`config.mk`:
```
export PLATFORM = sky130hd
export DESIGN_NAME = event_timer_scheduler_core
export DESIGN_NICKNAME = d
export VERILOG_FILES = /design/src/hdl/ets_pkg.sv /design/src/hdl/event_timer_scheduler_core.sv
export SDC_FILE = /design/constraint.sdc
export NUM_CORES = 2
export LEC_CHECK = 0
export BUFFER_PORTS_ARGS = -buffer_cell sky130_fd_sc_hd__buf_2
export CAP_MARGIN = 20
export CORE_ASPECT_RATIO = 1.75
export CORE_MARGIN = 5
export CORE_UTILIZATION = 35
export CTS_BUF_LIST = sky130_fd_sc_hd__clkbuf_8
export CTS_CLUSTER_SIZE = 30
export DETAILED_ROUTE_END_ITERATION = 10
export SKIP_LAST_GASP = 1
export SYNTH_ARGS = -nofsm -noshare
export SYNTH_HDL_FRONTEND = slang
export SYNTH_SLANG_ARGS = --single-unit
```
`constraint.sdc`:
```
create_clock -name clk -period 11.9 [get_ports clk]
set_input_delay 1.19 -clock clk [delete_from_list [all_inputs] [get_ports clk]]
set_output_delay 1.19 -clock clk [all_outputs]
set_load 0.005 [all_outputs]
```
`src/hdl/ets_pkg.sv`:
```
// shared types and constants of the event timer scheduler
`timescale 1ns / 1ps

package ets_pkg;

  localparam int DEVICES    = 16;
  localparam int CYCLE_BITS = 48;
  localparam int IDX_W      = $clog2(DEVICES);
  localparam int CNT_W      = $clog2(DEVICES + 1);
  localparam int MASK_W     = 16;

  localparam logic [CYCLE_BITS-1:0] NEVER = '1;

  localparam logic [1:0] OP_SCHEDULE = 2'd0;
  localparam logic [1:0] OP_CANCEL   = 2'd1;
  localparam logic [1:0] OP_RUN      = 2'd2;

  typedef struct packed {
    logic [1:0]            opcode;
    logic [3:0]            device_index;
    logic [CYCLE_BITS-1:0] cycle_value;
  } in_item_t;

  typedef struct packed {
    logic                  dispatched;
    logic [3:0]            fired_device;
    logic [CYCLE_BITS-1:0] fire_time;
    logic                  last;
    logic [CYCLE_BITS-1:0] current_time;
    logic [CYCLE_BITS-1:0] earliest_due;
  } out_item_t;

  typedef enum logic [1:0] {
    ST_IDLE,
    ST_SCAN,
    ST_DECIDE
  } state_t;

endpackage

```
`src/hdl/event_timer_scheduler_core.sv`:
```
// event timer scheduler: due-time memory, scan sequencer and result register
`timescale 1ns / 1ps

// Usage
// - in_valid / in_stall carry one operation per transaction: schedule a
//   due time for a device slot, cancel a slot, or run until a deadline
// - out_valid / out_stall carry results; every operation ends with one
//   summary result (last = 1); run-until first gives one result per fired
//   event of a bound device, earliest first, ties to the lower device
// - cfg_valid / cfg_ready write bound_mask; cfg_ready is always high; the user
//   must write only while the block is idle; the block does not enforce it
// - each slot's due time lives in a 16-entry memory with registered read;
//   every pass over the memory (one read a cycle) finds the earliest
//   pending event and is followed by a decide step
// - schedule and cancel: one pass, then the summary; the next transaction
//   can be taken as soon as the summary sits in the output register
// - run-until with k fired events: k + 1 passes, each with its decide step,
//   plus a further decide step for each reported event
// - one operation is in work at a time; in_stall is high until its summary
//   sits in the output register, while a result already there may wait
// - a stalled output holds the sequencer in its decide step; nothing is lost
// - reset (synchronous, rst_n low) clears all valid bits, so every slot
//   reads as never due, now to zero and bound_mask to zero; no clearing pass
module event_timer_scheduler_core (
  input  logic              clk,
  input  logic              rst_n,
  input  logic              in_valid,
  output logic              in_stall,
  input  ets_pkg::in_item_t in_data,
  output logic              out_valid,
  input  logic              out_stall,
  output ets_pkg::out_item_t out_data,
  input  logic              cfg_valid,
  output logic              cfg_ready,
  input  logic [15:0]       cfg_data
);

  import ets_pkg::*;

  // due-time memory, one entry per device slot
  logic [CYCLE_BITS-1:0] due_mem [DEVICES];
  logic [CYCLE_BITS-1:0] mem_q_r;
  logic                  mem_we;
  logic [IDX_W-1:0]      mem_wa;
  logic [CYCLE_BITS-1:0] mem_wd;
  logic [IDX_W-1:0]      mem_ra;

  // sequencer state
  state_t                state_r, state_nxt;
  logic [CNT_W-1:0]      cnt_r, cnt_nxt;
  logic [CYCLE_BITS-1:0] best_r, best_nxt;
  logic [IDX_W-1:0]      pick_r, pick_nxt;
  logic [CYCLE_BITS-1:0] now_r, now_nxt;
  logic [CYCLE_BITS-1:0] dl_r, dl_nxt;
  logic                  run_r, run_nxt;
  logic                  pend_r, pend_nxt;
  logic [IDX_W-1:0]      pend_dev_r, pend_dev_nxt;
  logic [CYCLE_BITS-1:0] pend_time_r, pend_time_nxt;
  logic [DEVICES-1:0]    vld_r, vld_nxt;
  logic [MASK_W-1:0]     bound_r;

  // output register
  logic                  out_valid_r, out_valid_nxt;
  out_item_t             out_data_r, out_data_nxt;

  logic                  out_free;
  logic                  in_take;
  logic [IDX_W-1:0]      cmp_idx;
  logic [CYCLE_BITS-1:0] cmp_val;
  logic                  fire;
  logic [CYCLE_BITS-1:0] end_now;

  assign cfg_ready = 1'b1;
  assign in_stall  = (state_r != ST_IDLE);
  assign in_take   = in_valid && !in_stall;
  assign out_valid = out_valid_r;
  assign out_data  = out_data_r;
  assign out_free  = !out_valid_r || !out_stall;

  // entry under compare is the one read the cycle before
  assign cmp_idx = IDX_W'(cnt_r - CNT_W'(1));
  assign cmp_val = vld_r[cmp_idx] ? mem_q_r : NEVER;

  // earliest pending event lies inside the deadline
  assign fire    = run_r && (best_r != NEVER) && (best_r <= dl_r);
  assign end_now = run_r ? dl_r : now_r;

  always_comb begin
    state_nxt     = state_r;
    cnt_nxt       = cnt_r;
    best_nxt      = best_r;
    pick_nxt      = pick_r;
    now_nxt       = now_r;
    dl_nxt        = dl_r;
    run_nxt       = run_r;
    pend_nxt      = pend_r;
    pend_dev_nxt  = pend_dev_r;
    pend_time_nxt = pend_time_r;
    vld_nxt       = vld_r;
    mem_we        = 1'b0;
    mem_wa        = in_data.device_index[IDX_W-1:0];
    mem_wd        = (in_data.cycle_value < now_r) ? now_r : in_data.cycle_value;
    mem_ra        = cnt_r[IDX_W-1:0];
    out_valid_nxt = out_valid_r && out_stall;
    out_data_nxt  = out_data_r;

    unique case (state_r)
      ST_IDLE: begin
        if (in_take) begin
          run_nxt  = (in_data.opcode == OP_RUN) && (in_data.cycle_value > now_r);
          dl_nxt   = in_data.cycle_value;
          cnt_nxt  = '0;
          best_nxt = NEVER;
          pick_nxt = '0;
          unique case (in_data.opcode)
            OP_SCHEDULE: begin
              if (32'(in_data.device_index) < DEVICES) begin
                mem_we          = 1'b1;
                vld_nxt[mem_wa] = 1'b1;
              end
            end
            OP_CANCEL: begin
              if (32'(in_data.device_index) < DEVICES) begin
                vld_nxt[mem_wa] = 1'b0;
              end
            end
            default: begin
            end
          endcase
          state_nxt = ST_SCAN;
        end
      end

      ST_SCAN: begin
        // strict compare keeps the lower index on ties
        if (cnt_r != '0 && cmp_val < best_r) begin
          best_nxt = cmp_val;
          pick_nxt = cmp_idx;
        end
        cnt_nxt = cnt_r + CNT_W'(1);
        if (cnt_r == CNT_W'(DEVICES)) begin
          state_nxt = ST_DECIDE;
        end
      end

      ST_DECIDE: begin
        priority if (pend_r) begin
          // report the previous fired event, earliest taken after its clear
          if (out_free) begin
            out_valid_nxt             = 1'b1;
            out_data_nxt.dispatched   = 1'b1;
            out_data_nxt.fired_device = 4'(pend_dev_r);
            out_data_nxt.fire_time    = pend_time_r;
            out_data_nxt.last         = 1'b0;
            out_data_nxt.current_time = now_r;
            out_data_nxt.earliest_due = best_r;
            pend_nxt                  = 1'b0;
          end
        end else if (fire) begin
          now_nxt          = best_r;
          vld_nxt[pick_r]  = 1'b0;
          pend_nxt         = bound_r[pick_r];
          pend_dev_nxt     = pick_r;
          pend_time_nxt    = best_r;
          cnt_nxt          = '0;
          best_nxt         = NEVER;
          pick_nxt         = '0;
          state_nxt        = ST_SCAN;
        end else begin
          if (out_free) begin
            out_valid_nxt             = 1'b1;
            out_data_nxt.dispatched   = 1'b0;
            out_data_nxt.fired_device = '0;
            out_data_nxt.fire_time    = '0;
            out_data_nxt.last         = 1'b1;
            out_data_nxt.current_time = end_now;
            out_data_nxt.earliest_due = best_r;
            now_nxt                   = end_now;
            run_nxt                   = 1'b0;
            state_nxt                 = ST_IDLE;
          end
        end
      end

      default: begin
        state_nxt = ST_IDLE;
      end
    endcase
  end

  // state register
  always_ff @(posedge clk) begin
    if (!rst_n) begin
      state_r <= ST_IDLE;
    end else begin
      state_r <= state_nxt;
    end
  end

  // control registers
  always_ff @(posedge clk) begin
    if (!rst_n) begin
      now_r       <= '0;
      run_r       <= 1'b0;
      pend_r      <= 1'b0;
      vld_r       <= '0;
      bound_r     <= '0;
      out_valid_r <= 1'b0;
      cnt_r       <= '0;
    end else begin
      now_r       <= now_nxt;
      run_r       <= run_nxt;
      pend_r      <= pend_nxt;
      vld_r       <= vld_nxt;
      out_valid_r <= out_valid_nxt;
      cnt_r       <= cnt_nxt;
      if (cfg_valid && cfg_ready) begin
        bound_r <= cfg_data;
      end
    end
  end

  // payload registers
  always_ff @(posedge clk) begin
    best_r      <= best_nxt;
    pick_r      <= pick_nxt;
    dl_r        <= dl_nxt;
    pend_dev_r  <= pend_dev_nxt;
    pend_time_r <= pend_time_nxt;
    out_data_r  <= out_data_nxt;
  end

  // due-time memory, registered read
  always_ff @(posedge clk) begin
    if (mem_we) begin
      due_mem[mem_wa] <= mem_wd;
    end
    mem_q_r <= due_mem[mem_ra];
  end

  // an accepted operation always starts a pass over the memory
  a_accept_scan: assert property (@(posedge clk) disable iff (!rst_n)
    in_take |=> state_r == ST_SCAN)
    else $error("accepted operation did not start a scan");

  // a reported event fired at the time now holds in that result
  a_fire_now: assert property (@(posedge clk) disable iff (!rst_n)
    out_valid_r && out_data_r.dispatched |->
      out_data_r.current_time == out_data_r.fire_time)
    else $error("dispatched result with mismatching current time");

  // a result is either an event report or the summary, never both
  a_kind: assert property (@(posedge clk) disable iff (!rst_n)
    out_valid_r |-> out_data_r.dispatched != out_data_r.last)
    else $error("result is neither or both of event and summary");

  // no pending report is left behind when the block goes idle
  a_pend_idle: assert property (@(posedge clk) disable iff (!rst_n)
    pend_r |-> state_r != ST_IDLE)
    else $error("pending event report while idle");

  // now only moves forward inside a run
  a_now_fwd: assert property (@(posedge clk) disable iff (!rst_n)
    state_r == ST_DECIDE && fire && !pend_r |=> now_r >= $past(now_r))
    else $error("current time moved backward");

endmodule
```
==> Word-level counts from Yosys, hierarchy flattened <==
Memory sizes are Yosys's and may differ from the RTL's. A register that Yosys moved wholly into a read port is not among the register bits.
Cells that the tools add are included.
{ "word_totals": {"memories": 1, "out_inout_bits": 153, "register_bits": 392, "mem_bits_rw": 768, "elab_cells": 140, "in_bits": 75} }
{ "op_classes": {"n_reduce_logical": 28, "order_cmp": 9, "n_eq_ne": 16, "add_sub_neg": 2, "bitwise": 6, "n_mux": 59} }
{ "memory_table": {"columns": ["name", "depth", "width", "read_ports", "rd_clocked_by_memory_dff", "wr", "line", "rtl"], "rows": [
  ["due_mem", 16, 48, 1, 1, 1, "event_timer_scheduler_core.sv:41", "logic [CYCLE_BITS-1:0] due_mem [DEVICES];"]
]} }
{ "ops": {"columns": ["operator", "n"], "rows": [
  ["$mux 150", 4],
  ["$mux 48", 9],
  ["$pmux 48 s3", 1],
  ["$lt 48x48->1", 2],
  ["$pmux 16 s2", 2],
  ["$gt 48x48->1", 1],
  ["$le 48x48->1", 1],
  ["$mux 16", 3],
  ["$ne 48x48->1 const B", 1],
  ["$and 16x16->16", 2],
  ["$not 16->16", 2],
  ["$mux 1", 20],
  ["$mux 4", 4],
  ["$ne 2x2->1 const B", 8],
  ["$or 16x16->16", 1],
  ["$lt 4x5->1 const B", 3],
  ["$mux 5", 3],
  ["$pmux 5 s3", 1],
  ["$reduce_and 5->1", 3],
  ["$pmux 4 s3", 1],
  ["$mux 2", 5],
  ["$reduce_and 3->1", 3],
  ["$bmux 1 s4", 2],
  ["$demux 1 s4", 2],
  ["other kinds (20)", 36]
]} }

==> Logic depth before layout (Yosys ltp) <==
{ "logic_depth": {"ltp_word": 9, "mapped_depth": 20, "mapped_depth_nobuf": 15} }

==> Least setup slack after synthesis <==
Ideal clock, no wire load.
{ "synth_timing": {"kind": "reg2reg", "startpoint": "register best_r[23]", "endpoint": "register out_data_r (netlist bit out_data[0]) (enable)", "synth_period_minus_slack_ns": 10.188, "stages_incl_launch_ff": 10, "setup_ns": 0.709, "slack_ns": 1.712, "required_ns": 11.191, "arrival_time_ns": 9.479, "n_path_buf": 1, "path_cell_list": "edfxtp_1 > ha_1 > nand4_1 > nor4_2 > nand3_2 > or2_1 > o22a_2 > a21o_1 > buf_2 > a21oi_1"} }
{ "synth_via": {"elab_chain_len": 5, "elab_cells_between_ends": 6, "cone_classes": "order compare (1); eq/ne (2); reduce/logical (3)"} }
{ "synth_lines": {"columns": ["item", "line", "rtl"], "rows": [
  ["from (decl)", "event_timer_scheduler_core.sv:51", "logic [CYCLE_BITS-1:0] best_r, best_nxt;"],
  ["from (signal assigned)", "event_timer_scheduler_core.sv:225", "best_r <= best_nxt;"],
  ["parallel branches: the longest is 2 deep, another holds $le 48x48->1", null, null],
  ["$logic_and 1x1->1 *", "event_timer_scheduler_core.sv:85", "assign fire = run_r && (best_r != NEVER) && (best_r <= dl_r);"],
  ["$ne 2x2->1 (no source line) *", null, null],
  ["$reduce_and 3->1 (no source line) *", null, null],
  ["to (signal assigned)", "event_timer_scheduler_core.sv:230", "out_data_r <= out_data_nxt;"],
  ["to (decl)", "event_timer_scheduler_core.sv:64", "out_item_t out_data_r, out_data_nxt;"]
]} }
Every way passes the cells marked *.
A chain may end at the register's enable or synchronous reset.

==> Worst setup path in the final report <==
{ "layout_timing": {"startpoint": "register cnt_r[0]", "endpoint": "register best_r[21] (enable)"} }
{ "layout_via": {"elab_chain_len": 8, "elab_cells_between_ends": 9, "cone_classes": "add/sub (1); order compare (1); eq/ne (1); mux (3); reduce/logical (3)"} }
{ "layout_lines": {"columns": ["item", "line", "rtl"], "rows": [
  ["from (decl)", "event_timer_scheduler_core.sv:50", "logic [CNT_W-1:0] cnt_r, cnt_nxt;"],
  ["from (signal assigned)", "event_timer_scheduler_core.sv:216", "cnt_r <= cnt_nxt;"],
  ["$sub 4x1->4", "event_timer_scheduler_core.sv:81", "assign cmp_idx = IDX_W'(cnt_r - CNT_W'(1));"],
  ["net cmp_idx[0]", "event_timer_scheduler_core.sv:68", "logic [IDX_W-1:0] cmp_idx;"],
  ["$bmux 1 s4", "event_timer_scheduler_core.sv:82", "assign cmp_val = vld_r[cmp_idx] ? mem_q_r : NEVER;"],
  ["$mux 1 (implied by the code)", "event_timer_scheduler_core.sv:82", null],
  ["$mux 48", "event_timer_scheduler_core.sv:82", null],
  ["net cmp_val[25]", "event_timer_scheduler_core.sv:69", "logic [CYCLE_BITS-1:0] cmp_val;"],
  ["$lt 48x48->1", "event_timer_scheduler_core.sv:136", "if (cnt_r != '0 && cmp_val < best_r) begin"],
  ["$logic_and 1x1->1", "event_timer_scheduler_core.sv:136", null],
  ["$ne 2x2->1 (no source line)", null, null],
  ["$reduce_and 5->1 (no source line)", null, null]
]} }
The timed path passes the listed nets, and every way through them passes these cells. The select of a mux whose other input is x is not followed.

==> impl_metrics.ini <==
[power_and_ir_drop]
seq_power_share_pct = 57.4
power_mw = 8.18
swShare_pct = 22.7
pwr-share-clk_pct = 37.5
p_leak_nw = 19.4
combPwrFrac_pct = 5.1
peakVddDrop_mv = 0.108
cellPowerDensity_mw_per_mm2 = 144
p_sw_mw = 1.86
internal_power_mw = 6.32

[global_route]
track_usage_pct = 17.2
first_global_vias = 28776
grt_max_degree = 151
antenna_found_initial = 18
grt_pass1_wl_mm = 192
gr-total-overflow = 0

[synth]
synth-async-reset-ratio_pct = 0
postSynthAreaPerCell_sq_um = 16.3
synth_top_area_share_pct = 64.4
synth_cell_types = 65
ys.warnings.count = 0
syn-instance-count = 3062
synth_ff_type = edfxtp_1
synth.yosys.seq_area_share_pct = 70.0
synth_edf_count = 1070
syn_area_sq_mm = 0.0499
yosysTopAreaCell = edfxtp_1
ys_seq_elements = 1208
netlist_top_cells_area = edfxtp_1, mux4_2, dfxtp_1, ha_1, o21ai_0
synth_nets = 3283

[clock_network]
cts_tree = built
cts_inserted_buffers = 158
clock_latency_ns = 0.83
cts-root-buf = clkbuf_8
clk_path_buf_depth = 3
cts_resized = 0
htree_num_levels = 4
post_cts_buffers = 0
clk_pin_slew_worst_paths_ns = 0.07
clock_sinks = 1208
cts_hold_buf = 0

[setup_path]
endpoint = best_r[21]
path_cells = inv_1 -> ha_1 -> mux4_2 -> mux2i_1 -> mux2_2 -> buf_4 -> or2_2 -> ha_1 -> a21o_1 -> a211oi_1 -> o21ai_0 -> o2111ai_1 -> o2111ai_1 -> a211oi_1 -> o21ai_0 -> a21oi_4 -> buf_4
crit_required_ns = 12.37
critPathKind = reg2reg
startpoint = cnt_r[0]
crit_arrival_ns = 7.18
reg2reg_depth = 17
cpPeakStageDelay_ns = 0.86
cp_max_fo = 96
r2r_end = best_r[21]
r2r-start = cnt_r[0]
worst_setup_path_end_kind = flip-flop
critPathSlowestCell = dfxtp_4
startpoint_type = flip-flop
rrSetupSlack_ns = 5.19

[routing]
avgRoutedWirePerCell_um = 24.6
avgViaCountPerCell = 5.32
dr.pass1.iters = 5
finalWirelength_mm = 132
ant_nets = 0
drc = 0
drt-initial-drc-count = 2704
vias = 28495

[floorplan]
dieHeight_um = 509
core_sq_mm = 0.142
dieWidth_um = 295
dieArea_sq_mm = 0.150
start_util_pct = 35.1
rows = 183
ios = 228

[layout]
seq_area_sq_mm = 0.0349
multi_input_area_sq_mm = 0.0138
fillerInstances = 12910
area_growth_pct = 13.7
drive_above_1_share_pct = 25.2
final_nets = 3588
fin_area_sq_mm = 0.0567

[sta]
tightestPinTransition_ns = 1.09
fin_crit_ns = 6.71
fin_crit_sh_pct = 56.4
slew_viol_final = 0
fin_skew_ns = 0.0435
max_freq_mhz = 149
rsz0062_at_grt = no
relSlewSlack_pct = 26.5
fin_setup_tns_ns = 0
setup_viol = 0
hold_viol_final = 0
whs_ns = 0.475

[place]
port_buffers = 226
place_area_sq_mm = 0.0535
place_hpwl_mm = 82.4
gp_congestion = 0.841

[outcome]
outcome = finished, final reports clean

[min_path]
hold_class = reg2reg

[run]
cap_violations = 0
[layout by cell type (no fill, tap or decap), types with 15 or more instances in the layout]
master,count
o22ai_1,49
nor2b_1,27
buf_2,225
edfxtp_1,1070
mux4_2,249
clkinv_1,20
nand3_1,22
clkbuf_8,178
ha_1,146
or2_2,50
inv_1,209
a31oi_1,19
o21ai_1,25
nor4_1,15
a21oi_1,46
buf_4,86
nand4_1,63
nor2_1,30
or3_1,50
and2_1,53
and3_1,20
clkinv_2,21
nor3_1,17
dfxtp_1,132
o21ai_0,246
mux2i_1,19
nand2_1,238
a21o_1,27
[how the worst min path moves through the flow]
stage / start / end / depth (start not counted)
finish: now_r[37] / now_r[37] / 2
floorplan: pick_r[2] / pend_dev_r[2] / 0
CTS: now_r[10] / now_r[10] / 2
detailed placement: now_r[37] / now_r[37] / 2
global route: now_r[21] / now_r[21] / 2
global placement: now_r[45] / now_r[45] / 2
[power by group through the flow]
stage          Sequential (mW)  Clock [mW]  Combinational (mW)
2_1_floorplan             4.76           0               0.281
3_3_place_gp              4.79           0               0.406
3_5_place_dp              4.79           0               0.416
4_1_cts                   4.70        3.15               0.416
5_1_grt                   4.70        3.34               0.450
6_report                  4.70        3.07               0.413
[critical path, delay by kind of cell (launching register included)]
family	cells	cell delay, ns
AOI/OAI and AO/OA	8	2.27
adders and majority gates	2	0.73
buffers and inverters	3	1.27
DFF	1	0.86
muxes	3	0.86
and+or+nand+nor	1	0.24
[area by class of cell]
cell class,count,area share (%)
Antenna cell,4,0.0177
Clock buffer,175,4.25
Clock inverter,117,1.29
Inverter,156,1.03
Multi-Input combinational cell,1524,24.4
Sequential cell,1208,61.6
Tap cell,1850,4.08
Timing Repair Buffer,319,3.32
[kinds of logic after synthesis]
group                    after synthesis  share of synthesized area [%]
XOR/XNOR                               2                         0.0351
adder cells (fa/ha/maj)              146                           3.66
multiplexers                         271                           11.7
flip-flops                          1208                           70.0
other                                  1                        0.00752
AND/OR/NAND/NOR                      623                           6.39
AO/OA/AOI/OAI                        481                           5.63
buffers and inverters                330                           2.60
[sequential cells by signal (all words and copies together), names as in the netlist, 5 cells and up, named ones only]
name / count
pend_time_r: 48
mem_q_r: 48
out_data: 150
now_r: 48
cnt_r: 5
best_r: 48
dl_r: 48
bound_r: 16
due_mem: 768
[through the flow]
step | instances | util (%) | worst slack [ns]
6_report | 5353 | 39.9 | 5.19
5_1_grt | 5350 | 39.9 | 4.80
4_1_cts | 5343 | 39.9 | 5.11
3_5_place_dp | 5051 | 37.7 | 5.12
3_3_place_gp | 5047 | 37.6 | 5.16
2_1_floorplan | 3062 | - | 1.71
[cells in the mapped netlist (all sizes together) (20+ instances only)]
cell type	instances
a21oi	50
o21ai	272
and3	20
inv	156
nor2	32
and2	53
o22ai	50
a21o	28
nand4	64
clkbuf	129
edfxtp	1070
buf	45
ha	146
nor4	22
or3	50
or2	51
nor2b	27
nor3	27
mux4	249
nand3	23
dfxtp	138
nand2	238
[layer usage]
metal / share of wire [%] / global-route usage [%]
met3: 7.2 / 3.91
met2: 51 / 29.8
met5: 0.11 / 0
met1: 38 / 20.9
met4: 3.9 / 6.84
(Power assumes the default switching activity.)
